**src/hw/rtl/tfjq_pkg.sv**
```systemverilog
// Shared types and constants of the timed and FIFO job queue.
`default_nettype none
package tfjq_pkg;

	// Fixed field widths of the item formats
	localparam int ID_W     = 16;
	localparam int TIME_W   = 32;
	localparam int CNT_W    = 5;
	localparam int OPCODE_W = 2;
	localparam int STATUS_W = 2;

	// Command codes
	localparam logic [OPCODE_W-1:0] OP_ADD   = 2'd0;
	localparam logic [OPCODE_W-1:0] OP_TAKE  = 2'd1;
	localparam logic [OPCODE_W-1:0] OP_QUERY = 2'd2;

	// Result status codes
	localparam logic [STATUS_W-1:0] ST_OK    = 2'd0;
	localparam logic [STATUS_W-1:0] ST_EMPTY = 2'd1;
	localparam logic [STATUS_W-1:0] ST_FULL  = 2'd2;

	// Request item
	typedef struct packed {
		logic [OPCODE_W-1:0] opcode;
		logic [ID_W-1:0]     job_id;
		logic                has_time;
		logic [TIME_W-1:0]   due_time;
		logic [TIME_W-1:0]   now;
	} tfjq_req_t;

	// Response item
	typedef struct packed {
		logic [STATUS_W-1:0] status;
		logic [ID_W-1:0]     out_job_id;
		logic                from_timed;
		logic                job_ready;
		logic [CNT_W-1:0]    timed_count;
		logic [CNT_W-1:0]    fifo_count;
	} tfjq_rsp_t;

	// Controller states
	typedef enum logic [2:0] {
		S_IDLE,
		S_DECIDE,
		S_SHIFT,
		S_PLACE,
		S_RELOAD,
		S_DONE
	} tfjq_state_t;

	// Commands from controller to datapath
	typedef struct packed {
		logic load_req;
		logic set_full;
		logic set_empty;
		logic fifo_push;
		logic fifo_pop;
		logic timed_pop;
		logic rd_tail;
		logic rd_next_head;
		logic scan_start;
		logic move;
		logic place_zero;
		logic place_above;
		logic head_load;
		logic rsp_load;
	} tfjq_cmd_t;

	// Status from datapath to controller
	typedef struct packed {
		logic [OPCODE_W-1:0] opcode;
		logic                has_time;
		logic                t_full;
		logic                t_empty;
		logic                t_one;
		logic                t_due;
		logic                f_full;
		logic                f_empty;
		logic                scan_ge;
		logic                k_zero;
		logic                rsp_free;
	} tfjq_stat_t;

endpackage
`default_nettype wire

```
**src/hw/rtl/timed_and_fifo_job_queue.sv**
```systemverilog
// Top level of the timed and FIFO job queue.
// Usage:
//   req channel (req_valid/req_ready/req) carries one command item: add, take or
//   query. rsp channel (rsp_valid/rsp_ready/rsp) returns exactly one result item
//   per command, in order, with both occupancy counts.
//   Timed jobs sit in a circular buffer sorted by due time; an add walks it from
//   the tail, moving one entry per cycle through the timed memory's single read
//   and write port. An add of a timed job to a non-empty list goes from DECIDE
//   to SHIFT, stays there while entries move, then writes the job above the
//   first earlier entry, or goes to PLACE to write it at the head, then DONE.
//   Untimed adds, adds that find their queue full or the timed list empty, FIFO
//   takes and queries go from DECIDE straight to DONE; a take from the timed list
//   passes through RELOAD when entries remain behind it (the new head is read
//   back from memory). The result is registered and loaded in DONE.
//   One command is in work at a time; req_ready is high only between commands.
//   The result sits in an output register; if the receiver stalls, the next
//   command can still be taken and runs until its own result is due, then holds.
//   Reset clears pointers and counts at once: both queues read as empty, no
//   clearing pass is needed, and no result is pending.
`default_nettype none
module timed_and_fifo_job_queue #(
	parameter int TIMED_DEPTH = 16,
	parameter int FIFO_DEPTH  = 16,
	parameter int TIME_BITS   = 32
) (
	input  logic                 clk,
	input  logic                 arst_n,
	input  logic                 req_valid,
	output logic                 req_ready,
	input  tfjq_pkg::tfjq_req_t  req,
	output logic                 rsp_valid,
	input  logic                 rsp_ready,
	output tfjq_pkg::tfjq_rsp_t  rsp
);
	import tfjq_pkg::*;

	tfjq_cmd_t  cmd;
	tfjq_stat_t stat;

	// Sequencer
	tfjq_ctrl u_ctrl (
		.clk      (clk),
		.arst_n   (arst_n),
		.req_valid(req_valid),
		.req_ready(req_ready),
		.stat     (stat),
		.cmd      (cmd)
	);

	// Storage and result path
	tfjq_dp #(
		.TIMED_DEPTH(TIMED_DEPTH),
		.FIFO_DEPTH (FIFO_DEPTH),
		.TIME_BITS  (TIME_BITS)
	) u_dp (
		.clk      (clk),
		.arst_n   (arst_n),
		.req      (req),
		.cmd      (cmd),
		.stat     (stat),
		.rsp_valid(rsp_valid),
		.rsp_ready(rsp_ready),
		.rsp      (rsp)
	);

endmodule
`default_nettype wire

```
**src/hw/rtl/tfjq_ram.sv**
```systemverilog
// Generic single-write, single-read RAM with registered read data.
`default_nettype none
module tfjq_ram #(
	parameter int WIDTH = 16,
	parameter int DEPTH = 16
) (
	input  logic                     clk,
	input  logic                     we,
	input  logic [$clog2(DEPTH)-1:0] waddr,
	input  logic [WIDTH-1:0]         wdata,
	input  logic [$clog2(DEPTH)-1:0] raddr,
	output logic [WIDTH-1:0]         rdata
);

	logic [WIDTH-1:0] mem [DEPTH];

	// Write port and registered read port
	always_ff @(posedge clk) begin
		if (we) begin
			mem[waddr] <= wdata;
		end
		rdata <= mem[raddr];
	end

endmodule
`default_nettype wire

```
**src/hw/rtl/tfjq_ctrl.sv**
```systemverilog
// Controller state machine of the job queue: sequences add, take and query.
`default_nettype none
module tfjq_ctrl (
	input  logic                  clk,
	input  logic                  arst_n,
	input  logic                  req_valid,
	output logic                  req_ready,
	input  tfjq_pkg::tfjq_stat_t  stat,
	output tfjq_pkg::tfjq_cmd_t   cmd
);
	import tfjq_pkg::*;

	tfjq_state_t state_q;
	tfjq_state_t state_d;

	// State register
	always_ff @(posedge clk or negedge arst_n) begin
		if (!arst_n) begin
			state_q <= S_IDLE;
		end else begin
			state_q <= state_d;
		end
	end

	// Next state
	always_comb begin
		state_d = state_q;
		unique case (state_q)
			S_IDLE: begin
				if (req_valid) state_d = S_DECIDE;
			end
			S_DECIDE: begin
				priority if (stat.opcode == OP_ADD && stat.has_time && !stat.t_full &&
					!stat.t_empty) begin
					state_d = S_SHIFT;
				end else if (stat.opcode == OP_TAKE && stat.t_due && !stat.t_one) begin
					state_d = S_RELOAD;
				end else begin
					state_d = S_DONE;
				end
			end
			S_SHIFT: begin
				priority if (!stat.scan_ge) begin
					state_d = S_DONE;
				end else if (stat.k_zero) begin
					state_d = S_PLACE;
				end else begin
					state_d = S_SHIFT;
				end
			end
			S_PLACE:  state_d = S_DONE;
			S_RELOAD: state_d = S_DONE;
			S_DONE: begin
				if (stat.rsp_free) state_d = S_IDLE;
			end
			default:  state_d = S_IDLE;
		endcase
	end

	// Command outputs
	always_comb begin
		cmd       = '0;
		req_ready = 1'b0;
		unique case (state_q)
			S_IDLE: begin
				req_ready    = 1'b1;
				cmd.load_req = req_valid;
			end
			S_DECIDE: begin
				priority if (stat.opcode == OP_ADD) begin
					priority if (stat.has_time) begin
						priority if (stat.t_full) begin
							cmd.set_full = 1'b1;
						end else if (stat.t_empty) begin
							cmd.place_zero = 1'b1;
						end else begin
							cmd.scan_start = 1'b1;
							cmd.rd_tail    = 1'b1;
						end
					end else if (stat.f_full) begin
						cmd.set_full = 1'b1;
					end else begin
						cmd.fifo_push = 1'b1;
					end
				end else if (stat.opcode == OP_TAKE) begin
					priority if (stat.t_due) begin
						cmd.timed_pop    = 1'b1;
						cmd.rd_next_head = 1'b1;
					end else if (!stat.f_empty) begin
						cmd.fifo_pop = 1'b1;
					end else begin
						cmd.set_empty = 1'b1;
					end
				end else begin
					// query, and the unused code, change nothing
					cmd = '0;
				end
			end
			S_SHIFT: begin
				if (stat.scan_ge) begin
					cmd.move = 1'b1;
				end else begin
					cmd.place_above = 1'b1;
				end
			end
			S_PLACE:  cmd.place_zero = 1'b1;
			S_RELOAD: cmd.head_load  = 1'b1;
			S_DONE:   cmd.rsp_load   = stat.rsp_free;
			default:  cmd = '0;
		endcase
	end

endmodule
`default_nettype wire

```
**src/hw/rtl/tfjq_dp.sv**
```systemverilog
// Datapath of the job queue: entry memories, pointers, counts and result register.
`default_nettype none
module tfjq_dp #(
	parameter int TIMED_DEPTH = 16,
	parameter int FIFO_DEPTH  = 16,
	parameter int TIME_BITS   = 32
) (
	input  logic                  clk,
	input  logic                  arst_n,
	input  tfjq_pkg::tfjq_req_t   req,
	input  tfjq_pkg::tfjq_cmd_t   cmd,
	output tfjq_pkg::tfjq_stat_t  stat,
	output logic                  rsp_valid,
	input  logic                  rsp_ready,
	output tfjq_pkg::tfjq_rsp_t   rsp
);
	import tfjq_pkg::*;

	localparam int TPW = $clog2(TIMED_DEPTH);
	localparam int TCW = $clog2(TIMED_DEPTH + 1);
	localparam int FPW = $clog2(FIFO_DEPTH);
	localparam int FCW = $clog2(FIFO_DEPTH + 1);
	localparam int TEW = ID_W + TIME_BITS;

	// Latched request
	logic [OPCODE_W-1:0]  op_q;
	logic [ID_W-1:0]      id_q;
	logic                 has_time_q;
	logic [TIME_BITS-1:0] due_q;
	logic [TIME_BITS-1:0] now_q;

	// Timed list: circular buffer kept in time order from its head
	logic [TPW-1:0]       t_head_q;
	logic [TCW-1:0]       t_used_q;
	logic [TPW-1:0]       k_q;
	logic [ID_W-1:0]      hd_id_q;
	logic [TIME_BITS-1:0] hd_time_q;

	// Untimed FIFO
	logic [FPW-1:0] f_head_q;
	logic [FPW-1:0] f_tail_q;
	logic [FCW-1:0] f_used_q;

	// Result being built
	logic [STATUS_W-1:0] res_status_q;
	logic [ID_W-1:0]     res_id_q;
	logic                res_from_q;

	logic       rsp_valid_q;
	tfjq_rsp_t  rsp_q;

	// Memory ports
	logic           t_we;
	logic [TPW-1:0] t_waddr;
	logic [TEW-1:0] t_wdata;
	logic [TPW-1:0] t_raddr;
	logic [TEW-1:0] t_rdata;
	logic [ID_W-1:0] f_rdata;

	logic [ID_W-1:0]      rd_id;
	logic [TIME_BITS-1:0] rd_time;
	logic [TPW-1:0]       rd_log;
	logic [TPW-1:0]       wr_log;
	logic [TPW-1:0]       k_plus;
	logic [63:0]          due64;
	logic [63:0]          now64;
	logic                 job_ready;
	logic [TCW+CNT_W-1:0] t_cnt_ext;
	logic [FCW+CNT_W-1:0] f_cnt_ext;

	// Logical position in the timed list to memory address
	function automatic logic [TPW-1:0] t_phys(input logic [TPW-1:0] head,
		input logic [TPW-1:0] l);
		logic [TPW:0] s;
		s = {1'b0, head} + {1'b0, l};
		if (s >= (TPW+1)'(TIMED_DEPTH)) s = s - (TPW+1)'(TIMED_DEPTH);
		return s[TPW-1:0];
	endfunction

	// Wrapping pointer increments
	function automatic logic [TPW-1:0] t_inc(input logic [TPW-1:0] p);
		return (p == TPW'(TIMED_DEPTH - 1)) ? '0 : p + 1'b1;
	endfunction

	function automatic logic [FPW-1:0] f_inc(input logic [FPW-1:0] p);
		return (p == FPW'(FIFO_DEPTH - 1)) ? '0 : p + 1'b1;
	endfunction

	assign due64 = {{(64-TIME_W){1'b0}}, req.due_time};
	assign now64 = {{(64-TIME_W){1'b0}}, req.now};

	assign rd_id   = t_rdata[TEW-1:TIME_BITS];
	assign rd_time = t_rdata[TIME_BITS-1:0];
	assign k_plus  = k_q + 1'b1;

	// Timed memory addressing
	always_comb begin
		priority if (cmd.rd_tail) begin
			rd_log = TPW'(t_used_q - 1'b1);
		end else if (cmd.rd_next_head) begin
			rd_log = TPW'(1);
		end else begin
			rd_log = k_q - 1'b1;
		end
		wr_log  = cmd.place_zero ? '0 : k_plus;
		t_we    = cmd.move | cmd.place_zero | cmd.place_above;
		t_wdata = cmd.move ? t_rdata : {id_q, due_q};
		t_waddr = t_phys(t_head_q, wr_log);
		t_raddr = t_phys(t_head_q, rd_log);
	end

	tfjq_ram #(
		.WIDTH(TEW),
		.DEPTH(TIMED_DEPTH)
	) u_timed_ram (
		.clk  (clk),
		.we   (t_we),
		.waddr(t_waddr),
		.wdata(t_wdata),
		.raddr(t_raddr),
		.rdata(t_rdata)
	);

	tfjq_ram #(
		.WIDTH(ID_W),
		.DEPTH(FIFO_DEPTH)
	) u_fifo_ram (
		.clk  (clk),
		.we   (cmd.fifo_push),
		.waddr(f_tail_q),
		.wdata(id_q),
		.raddr(f_head_q),
		.rdata(f_rdata)
	);

	// Request, head copy and result payload
	always_ff @(posedge clk) begin
		if (cmd.load_req) begin
			op_q         <= req.opcode;
			id_q         <= req.job_id;
			has_time_q   <= req.has_time;
			due_q        <= due64[TIME_BITS-1:0];
			now_q        <= now64[TIME_BITS-1:0];
			res_status_q <= ST_OK;
			res_id_q     <= '0;
			res_from_q   <= 1'b0;
		end
		if (cmd.set_full)  res_status_q <= ST_FULL;
		if (cmd.set_empty) res_status_q <= ST_EMPTY;
		if (cmd.timed_pop) begin
			res_id_q   <= hd_id_q;
			res_from_q <= 1'b1;
		end
		if (cmd.fifo_pop) res_id_q <= f_rdata;
		if (cmd.place_zero) begin
			hd_id_q   <= id_q;
			hd_time_q <= due_q;
		end else if (cmd.head_load) begin
			hd_id_q   <= rd_id;
			hd_time_q <= rd_time;
		end
		if (cmd.scan_start) begin
			k_q <= TPW'(t_used_q - 1'b1);
		end else if (cmd.move) begin
			k_q <= k_q - 1'b1;
		end
		if (cmd.rsp_load) rsp_q <= '{
			status:      res_status_q,
			out_job_id:  res_id_q,
			from_timed:  res_from_q,
			job_ready:   job_ready,
			timed_count: t_cnt_ext[CNT_W-1:0],
			fifo_count:  f_cnt_ext[CNT_W-1:0]
		};
	end

	// Pointers and counts
	always_ff @(posedge clk or negedge arst_n) begin
		if (!arst_n) begin
			t_head_q    <= '0;
			t_used_q    <= '0;
			f_head_q    <= '0;
			f_tail_q    <= '0;
			f_used_q    <= '0;
			rsp_valid_q <= 1'b0;
		end else begin
			if (cmd.timed_pop) begin
				t_head_q <= t_inc(t_head_q);
				t_used_q <= t_used_q - 1'b1;
			end else if (cmd.place_zero || cmd.place_above) begin
				t_used_q <= t_used_q + 1'b1;
			end
			if (cmd.fifo_push) begin
				f_tail_q <= f_inc(f_tail_q);
				f_used_q <= f_used_q + 1'b1;
			end else if (cmd.fifo_pop) begin
				f_head_q <= f_inc(f_head_q);
				f_used_q <= f_used_q - 1'b1;
			end
			if (cmd.rsp_load) begin
				rsp_valid_q <= 1'b1;
			end else if (rsp_ready) begin
				rsp_valid_q <= 1'b0;
			end
		end
	end

	// Availability on the settled state, counts cut to the result width
	assign job_ready = (f_used_q != '0) || ((t_used_q != '0) && (now_q >= hd_time_q));
	assign t_cnt_ext = {{CNT_W{1'b0}}, t_used_q};
	assign f_cnt_ext = {{CNT_W{1'b0}}, f_used_q};

	// Status to the controller
	always_comb begin
		stat.opcode   = op_q;
		stat.has_time = has_time_q;
		stat.t_full   = (t_used_q == TCW'(TIMED_DEPTH));
		stat.t_empty  = (t_used_q == '0);
		stat.t_one    = (t_used_q == TCW'(1));
		stat.t_due    = (t_used_q != '0) && (now_q >= hd_time_q);
		stat.f_full   = (f_used_q == FCW'(FIFO_DEPTH));
		stat.f_empty  = (f_used_q == '0);
		stat.scan_ge  = (rd_time >= due_q);
		stat.k_zero   = (k_q == '0);
		stat.rsp_free = !rsp_valid_q || rsp_ready;
	end

	assign rsp_valid = rsp_valid_q;
	assign rsp       = rsp_q;

endmodule
`default_nettype wire

```
**config.mk**
```make
export PLATFORM = sky130hd
export DESIGN_NAME = timed_and_fifo_job_queue
export DESIGN_NICKNAME = d
export VERILOG_FILES = /design/src/hw/rtl/tfjq_pkg.sv /design/src/hw/rtl/timed_and_fifo_job_queue.sv /design/src/hw/rtl/tfjq_ram.sv /design/src/hw/rtl/tfjq_ctrl.sv /design/src/hw/rtl/tfjq_dp.sv
export SDC_FILE = /design/constraint.sdc
export NUM_CORES = 1
export LEC_CHECK = 0
export BUFFER_PORTS_ARGS = -buffer_cell sky130_fd_sc_hd__buf_2
export CORE_MARGIN = 10
export CORE_UTILIZATION = 40
export CTS_CLUSTER_DIAMETER = 30
export DETAILED_ROUTE_END_ITERATION = 16
export SLEW_MARGIN = 0
export SYNTH_ARGS = -nofsm -noshare
export SYNTH_HDL_FRONTEND = slang
export SYNTH_SLANG_ARGS = --single-unit
export TNS_END_PERCENT = 5
```
**constraint.sdc**
```tcl
create_clock -name clk -period 7.4 [get_ports clk]
set_input_delay 1.11 -clock clk [delete_from_list [all_inputs] [get_ports clk]]
set_output_delay 1.11 -clock clk [all_outputs]
set_load 0.01 [all_outputs]
```
==> results.md, run 1 <==
* Post-synth cell types at 62
* IO buf count at 118
* Die area at 0.140 mm2
* Share of layout cells above drive strength 1 at 0.370
* Post-CTS Setup Repair Bufs at 0
* Psw at 7.43 mW
* Initial antenna violation count at 1
* Worst-Margin Slew at 1.17 ns
* Diode count at 0
* Clock share of power at 0.439
* Post-DRT Antenna Nets at 0
* Num Clock Sinks at 1,298
* Buffers & Inverters on Critical Path at 4
* # H-tree levels at 5
* Synth Area in XOR/XNOR at 0.00469
* # fillers at 9,646
* Max-cap viol count at 0
* Largest family of logic cells by synthesized area: multiplexers
* Die Wd at 374 um
* Ys async rst share at 0.0200
* Final HPWL DP at 63.9 mm
* Clk_lat worst skew at 0.88 ns
* CTS tree: yes
* # rows at 129
* Hold Buf Count CTS at 0
* Setup TNS at 0 ns
* Gr usage total at 0.167
* Vias in the first global route at 26,343
* Internal power at 20.2 mW
* DRC errors left at 0
* Pwr dens at 441 mW/mm2
* RSZ-0062 raised after global routing: no
* Worst endpoint data arrival time at 6.53 ns
* Core box area at 0.124 mm2
* Io pins at 119
* WS Path Type: reg -> reg
* Post-DR vias/cell at 5.39
* Post-synth EDFFs at 1,205
* Status: completed
* WL final at 118 mm
* Syn-to-layout area delta at 24.6%
* Yosys reg bits at 1,298
* Total power at 27.6 mW
* CTS root buf: clkbuf_16
* Net count, final at 2,866
* Mapped Cells at 2,331
* Reg clk slew, reported paths at 0.05 ns
* Fmax at 0.172 GHz
* Initial DRT Pass Iterations at 6
* CTS max path bufs at 4
* Startpoint types: register
* Sequential Power Share at 0.347
* Critical path's slowest cell: fa_4
* Final setup vio count at 0
* CP required at 8.11 ns
* Post-CTS resize count at 0
* Post-synthesis sequential area ratio at 0.761
* Post-synthesis mux area share at 0.160
* Final min period at 5.82 ns
* Routed length per instance at 26.0 um
* Worst Path Max Fanout at 46
* CP endpoint kind: register
* CP delay by family, top: adder cells
* Total leakage power at 21.3 nW
* Reg area at 0.0382 mm2
* TritonCTS buffer count at 280
* Rel. slew slack at 0.218
* Layout Cell Area excl Fill at 0.0625 mm2
* Starting Density at 0.404
* PnR worst setup slack at 1.58 ns
* Synth Area in Compound Gates at 0.0181
* Synth Net Count at 2,505
* Worst path max stage delay at 1.33 ns
* Vias at 24,401
* Total grt overflow at 0
* Syn_area_per_cell at 21.5 um2
* Max VDD drop at 0.290 mV
* DRT iter0 DRCs at 2,333
* Hold WC Path Type: in -> async
* Synth warn at 0
* Fin Clk Skew at 0.0868 ns
* Post-Syn Area at 0.0502 mm2
* Logic pwr share at 0.215
* Simple-gate share of the synthesized area at 0.0193
* Final hold vios at 0
* Primary FF master, synth: edfxtp_1
* Worst-path cell chain: ha_1 -> nand4_1 -> nor4_1 -> inv_1 -> a311o_1 -> nand2_1 -> buf_4 -> or2_2 -> ha_4 -> inv_1 -> fa_4 -> buf_4 -> mux4_2 -> mux4_2
* RD Place Congestion at 0.751
* Post-synthesis adder-cell area fraction at 0.0221
* Tcrit/Tclk final at 0.786
* Placed inst area at 0.0533 mm2
* Switching part of the total at 0.269
* Max Slew Vio Count at 0
* Die Ht at 374 um
* Multi-input logic area at 0.0115 mm2
* First-pass GRT wire length at 174 mm
* Pin count of the biggest net entering global routing at 68
* Place WS at 1.45 ns
## logic make-up (layout without fill, tap and decap cells)
kind of cell    count (synthesis)  after routing
compound gates                146            146
xor+xnor                       26             26
fa+ha+maj                      87             87
buf+inv                       180            743
flops                        1298           1298
mux                           394            394
simple gates                  200            200
## power groups by stage
stage / Sequential [mW] / Clock, mW / Combinational, mW
finish: 9.56 / 12.1 / 5.92
detailed placement: 9.69 / 0 / 5.99
global placement: 9.67 / 0 / 5.86
floorplan: 9.40 / 0 / 4.52
global route: 9.63 / 12.7 / 6.44
CTS: 9.57 / 12.3 / 6.04
## sequential cells by signal, indices dropped and copies added, names as in the netlist, 16 cells and up
name / flops
u_dp.u_fifo_ram.mem: 256
u_dp.u_timed_ram.rdata: 48
u_dp.now_q: 32
u_dp.res_id_q: 16
u_dp.hd_time_q: 32
u_dp.u_timed_ram.mem: 768
u_dp.rsp: 30
u_dp.id_q: 16
u_dp.u_fifo_ram.rdata: 16
u_dp.hd_id_q: 16
u_dp.due_q: 32
## cell usage in the layout (no fill, tap or decap), drive strengths merged, types with 2 or more instances in the layout
cell type / synthesis / routed
mux2i: 3 / 3
dfrtp: 26 / 26
mux4: 320 / 320
o21ai: 55 / 55
nand2: 73 / 73
buf: 17 / 178
dfxtp: 67 / 67
and2: 6 / 6
clkinv: 0 / 72
clkbuf: 82 / 312
a21oi: 34 / 34
a221oi: 3 / 3
nand3: 12 / 12
edfxtp: 1205 / 1205
a211oi: 2 / 2
o21a: 2 / 2
nor2b: 4 / 4
bufinv: 0 / 29
inv: 81 / 127
nor4: 4 / 4
a22o: 16 / 16
nor2: 50 / 50
fa: 3 / 3
a31oi: 5 / 5
xor2: 7 / 7
or2: 3 / 3
nand2b: 10 / 10
clkinvlp: 0 / 25
and4: 4 / 4
nor3: 13 / 13
nand4: 11 / 11
ha: 84 / 84
mux2: 71 / 71
and3: 4 / 4
nand3b: 2 / 2
a21o: 15 / 15
a22oi: 2 / 2
xnor2: 19 / 19
## final timing paths
| check | startpoint | endpoint | slack, ns | depth (start not counted) |
|---|---|---|---|---|
| min in group clk | u_dp.res_id_q[3] | u_dp.rsp[15] | 0.42 | 0 |
| hold reg to reg | u_dp.res_id_q[3] | u_dp.rsp[15] | 0.42 | 0 |
| setup / recovery | u_dp.now_q[30] | u_dp.u_timed_ram.rdata[38] | 1.58 | 14 |
| hold / removal | arst_n | u_ctrl.state_q[0] | 0.31 | 1 |
| setup reg to reg | u_dp.now_q[30] | u_dp.u_timed_ram.rdata[38] | 1.58 | 14 |
| max in group asynchronous | arst_n | u_dp.f_head_q[0] | 6.57 | 1 |
## synth_stat cells, drive strengths merged (3+ instances only)
| cell | count | area share |
|---|---|---|
| edfxtp | 1205 | 0.72 |
| mux4 | 320 | 0.14 |
| ha | 84 | 0.021 |
| clkbuf | 82 | 0.0061 |
| inv | 81 | 0.0061 |
| nand2 | 73 | 0.0055 |
| mux2 | 71 | 0.016 |
| dfxtp | 67 | 0.027 |
| o21ai | 55 | 0.0055 |
| nor2 | 50 | 0.0038 |
| a21oi | 34 | 0.0035 |
| dfrtp | 26 | 0.013 |
| xnor2 | 19 | 0.0035 |
| buf | 17 | 0.0022 |
| a22o | 16 | 0.0028 |
| a21o | 15 | 0.0022 |
| nor3 | 13 | 0.0015 |
| nand3 | 12 | 0.0015 |
| nand4 | 11 | 0.0014 |
| nand2b | 10 | 0.0012 |
| xor2 | 7 | 0.0012 |
| and2 | 6 | 0.00075 |
| a31oi | 5 | 0.00062 |
| and3 | 4 | 0.00050 |
| and4 | 4 | 0.00070 |
| nor2b | 4 | 0.00050 |
| nor4 | 4 | 0.00050 |
| a221oi | 3 | 0.00052 |
| fa | 3 | 0.0012 |
| mux2i | 3 | 0.00060 |
| or2 | 3 | 0.00037 |
## through the flow
step / hold slack [ns] / util / std cells
3_5_place_dp: 0.415 / 0.429 / 4047
2_1_floorplan: 0.400 / - / 2331
3_3_place_gp: 0.414 / 0.429 / 4047
4_1_cts: 0.279 / 0.504 / 4531
6_report: 0.310 / 0.504 / 4531
5_1_grt: 0.341 / 0.504 / 4531
## layer usage
layer,vias up,global-route usage,share of wire
li1,10449,-,-
met2,795,0.286,0.52
met5,-,0,0
met3,252,0.0315,0.051
met4,0,0.0657,0.029
met1,12905,0.210,0.40
## layout make-up
cell class,instances,share of cell area
timing repair buffer,178,0.0195
inverter,81,0.00490
clock buffer,312,0.117
clock inverter,172,0.0309
multi-input combinational,853,0.184
tap,1637,0.0328
sequential,1298,0.611
(Power assumes the default switching activity.)
==> inputs of run 2 (changes only) <==
- clock period: 7.4 -> 5.4 ns (I/O delays scaled with it)
==> run 2 against run 1 <==
Design area is 1.0% higher. Via count is 1.9% higher. Combinational power is 39% higher. Register-to-register slack worse by 1.4 ns. Cell count is 1.0% higher. Sequential share of layout area is 0.63 points lower. Utilization is 0.53 points higher. Flip-flop and latch count stayed put. Non-clock buffer count is 21 higher. Clock power is 40% higher.
==> results.md, run 2 (same netlist as run 1, synthesis figures left out) <==
* DRT iter0 DRCs at 2,280
* # H-tree levels at 5
* Vias in the first global route at 26,479
* Max reg flops at 768
* Worst-path cell chain: ha_1 -> nand4_1 -> nor4_2 -> inv_1 -> a31oi_1 -> o21ai_0 -> buf_4 -> o21a_1 -> ha_1 -> a21oi_1 -> xnor2_1 -> xnor2_4 -> buf_12 -> mux4_2
* Net count, final at 2,899
* Worst-Margin Slew at 1.22 ns
* # rows at 129
* Worst reg2reg path depth at 14
* Worst path max stage delay at 0.65 ns
* Hold Startpoint: req[74]
* First-pass GRT wire length at 178 mm
* Final Util at 0.509
* Fin Clk Skew at 0.0769 ns
* Total grt overflow at 0
* Worst Path Max Fanout at 27
* Most frequent cells in the layout: edfxtp_1, mux4_2, clkbuf_16, buf_2, ha_1
* WS Path Type: reg -> reg
* Core box area at 0.124 mm2
* Post-CTS Setup Repair Bufs at 0
* Cell mode on critical path: ha_1
* CTS root buf: clkbuf_16
* Startpoint types: register
* Critical path's slowest cell: xnor2_4
* Final hold vios at 0
* GRT met2 Usage at 0.283
* GRT busiest layer: met2
* Die Wd at 374 um
* TritonCTS buffer count at 292
* CTS max path bufs at 4
* Largest regs: u_dp.u_timed_ram.mem x768, u_dp.u_fifo_ram.mem x256, u_dp.u_timed_ram.rdata x48
* Final min period at 5.24 ns
* Rel. slew slack at 0.189
* CP endpoint kind: register
* IO buf count at 118
* RR Endpoint: u_dp.u_timed_ram.rdata[5]
* Hold Path Stages at 1
* Diode count at 0
* Tcrit/Tclk final at 0.970
* Routed length per instance at 26.2 um
* Io pins at 119
* Final setup vio count at 0
* Met1 Track Usage GR at 0.223
* DRC errors left at 0
* Post-DRT Antenna Nets at 0
* Starting Density at 0.404
* Clk_lat worst skew at 0.87 ns
* Reg clk slew, reported paths at 0.05 ns
* Max VDD drop at 0.436 mV
* Die area at 0.140 mm2
* Hold endpoint: u_dp.id_q[9]
* Max Slew Vio Count at 0
* CTS tree: yes
* Max-cap viol count at 0
* Fmax at 0.191 GHz
* Commonest non-fill, non-tap cell in the layout: edfxtp_1
* Flop-to-flop setup slack at 0.16 ns
* Buffers & Inverters on Critical Path at 3
* R2R Path Start: u_dp.now_q[25]
* CP delay by family, top: compound AO/OA/AOI/OAI gates
* Pin count of the biggest net entering global routing at 69
* Die Ht at 374 um
* RSZ-0062 raised after global routing: no
* CP required at 6.08 ns
* Initial DRT Pass Iterations at 7
* Syn-to-layout area delta at 25.9%
* Met3 Track Usage GR at 0.0341
* Worst endpoint data arrival time at 5.91 ns
* RD Place Congestion at 0.744
* WL final at 120 mm
* Vias at 24,859
* Worst hold slack at 0.119 ns
* Final HPWL DP at 65.3 mm
* Status: completed
* Num Clock Sinks at 1,298
* Post-DR vias/cell at 5.43
* Gr usage total at 0.171
* Most flops, register: u_dp.u_timed_ram.mem
* Setup TNS at 0 ns
* Pwr dens at 608 mW/mm2
* Initial antenna violation count at 0
* Total leakage power at 21.6 nW
* Share of layout cells above drive strength 1 at 0.364
* Hold WC Path Type: in -> reg
## run 2: changes by cell type in the layout (fill, tap and decap cells not counted), sizes merged
cell         before  now
dlygate4sd3       0    1
clkbuf          312  364
inv             127   99
clkinvlp         25   20
buf             178  198
bufinv           29   32
clkinv           72   76
## run 2: final cells by class
type	instances	area, um2
Inverter	81	307
Clock buffer	364	7850
Tap cell	1637	2050
Sequential cell	1298	38200
Clock inverter	146	1660
Multi-Input combinational cell	853	11500
Fill cell	9622	60900
Timing Repair Buffer	199	1590
## run 2: per-layer routing
| layer | vias up | wire [um] |
|---|---|---|
| li1 | 10511 | - |
| met1 | 13123 | 48700 |
| met2 | 955 | 60600 |
| met3 | 270 | 7420 |
| met4 | 0 | 3400 |
| met5 | - | 0 |
## run 2: worst max path at each step
stage | startpoint | end | slack, ns | cells past startpoint
final | u_dp.now_q[25] | u_dp.u_timed_ram.rdata[5] | 0.16 | 14
after global routing | u_dp.now_q[27] | u_dp.u_timed_ram.rdata[5] | 0.02 | 14
after CTS | u_dp.now_q[25] | u_dp.u_timed_ram.rdata[5] | 0.15 | 14
after detailed placement | u_dp.now_q[27] | u_dp.u_timed_ram.rdata[18] | 0.14 | 14
after global placement | u_dp.now_q[27] | u_dp.u_timed_ram.rdata[5] | 0.22 | 14
after floorplan | u_ctrl.state_q[1] | u_dp.u_timed_ram.mem[6][0] | -0.24 | 13
## run 2: power by group
part           leakage (nW)  switching, mW  internal, mW
logic                  5.25           4.03          4.20
clock network          4.61           5.28          11.7
registers              11.8          0.794          12.4
total                  21.6           10.1          28.3
## run 2: repair_timing
item	in CTS	in global routing
hold buffers	1	0
hold endpoints to repair	17	0
gates resized for setup	1	0
setup endpoints to repair	21	0
## run 2: per-stage QoR
stage / worst slack (ns) / power (mW) / instances / instance area (um2)
floorplan: -0.241 / 19.1 / 2331 / 50200
global placement: 0.218 / 21.4 / 4067 / 53700
detailed placement: 0.140 / 21.7 / 4067 / 53700
CTS: 0.154 / 38.8 / 4578 / 63200
global route: 0.0195 / 40.0 / 4578 / 63200
finish: 0.165 / 38.4 / 4578 / 63200
## run 2: worst register-to-register path: stages, from the launching register on
cell      delay, ns
edfxtp_1       0.39
ha_1           0.31
nand4_1        0.26
nor4_2         0.57
inv_1          0.14
a31oi_1        0.49
o21ai_0        0.19
buf_4          0.19
o21a_1         0.19
ha_1           0.36
a21oi_1        0.19
xnor2_1        0.16
xnor2_4        0.65
buf_12         0.39
mux4_2         0.58
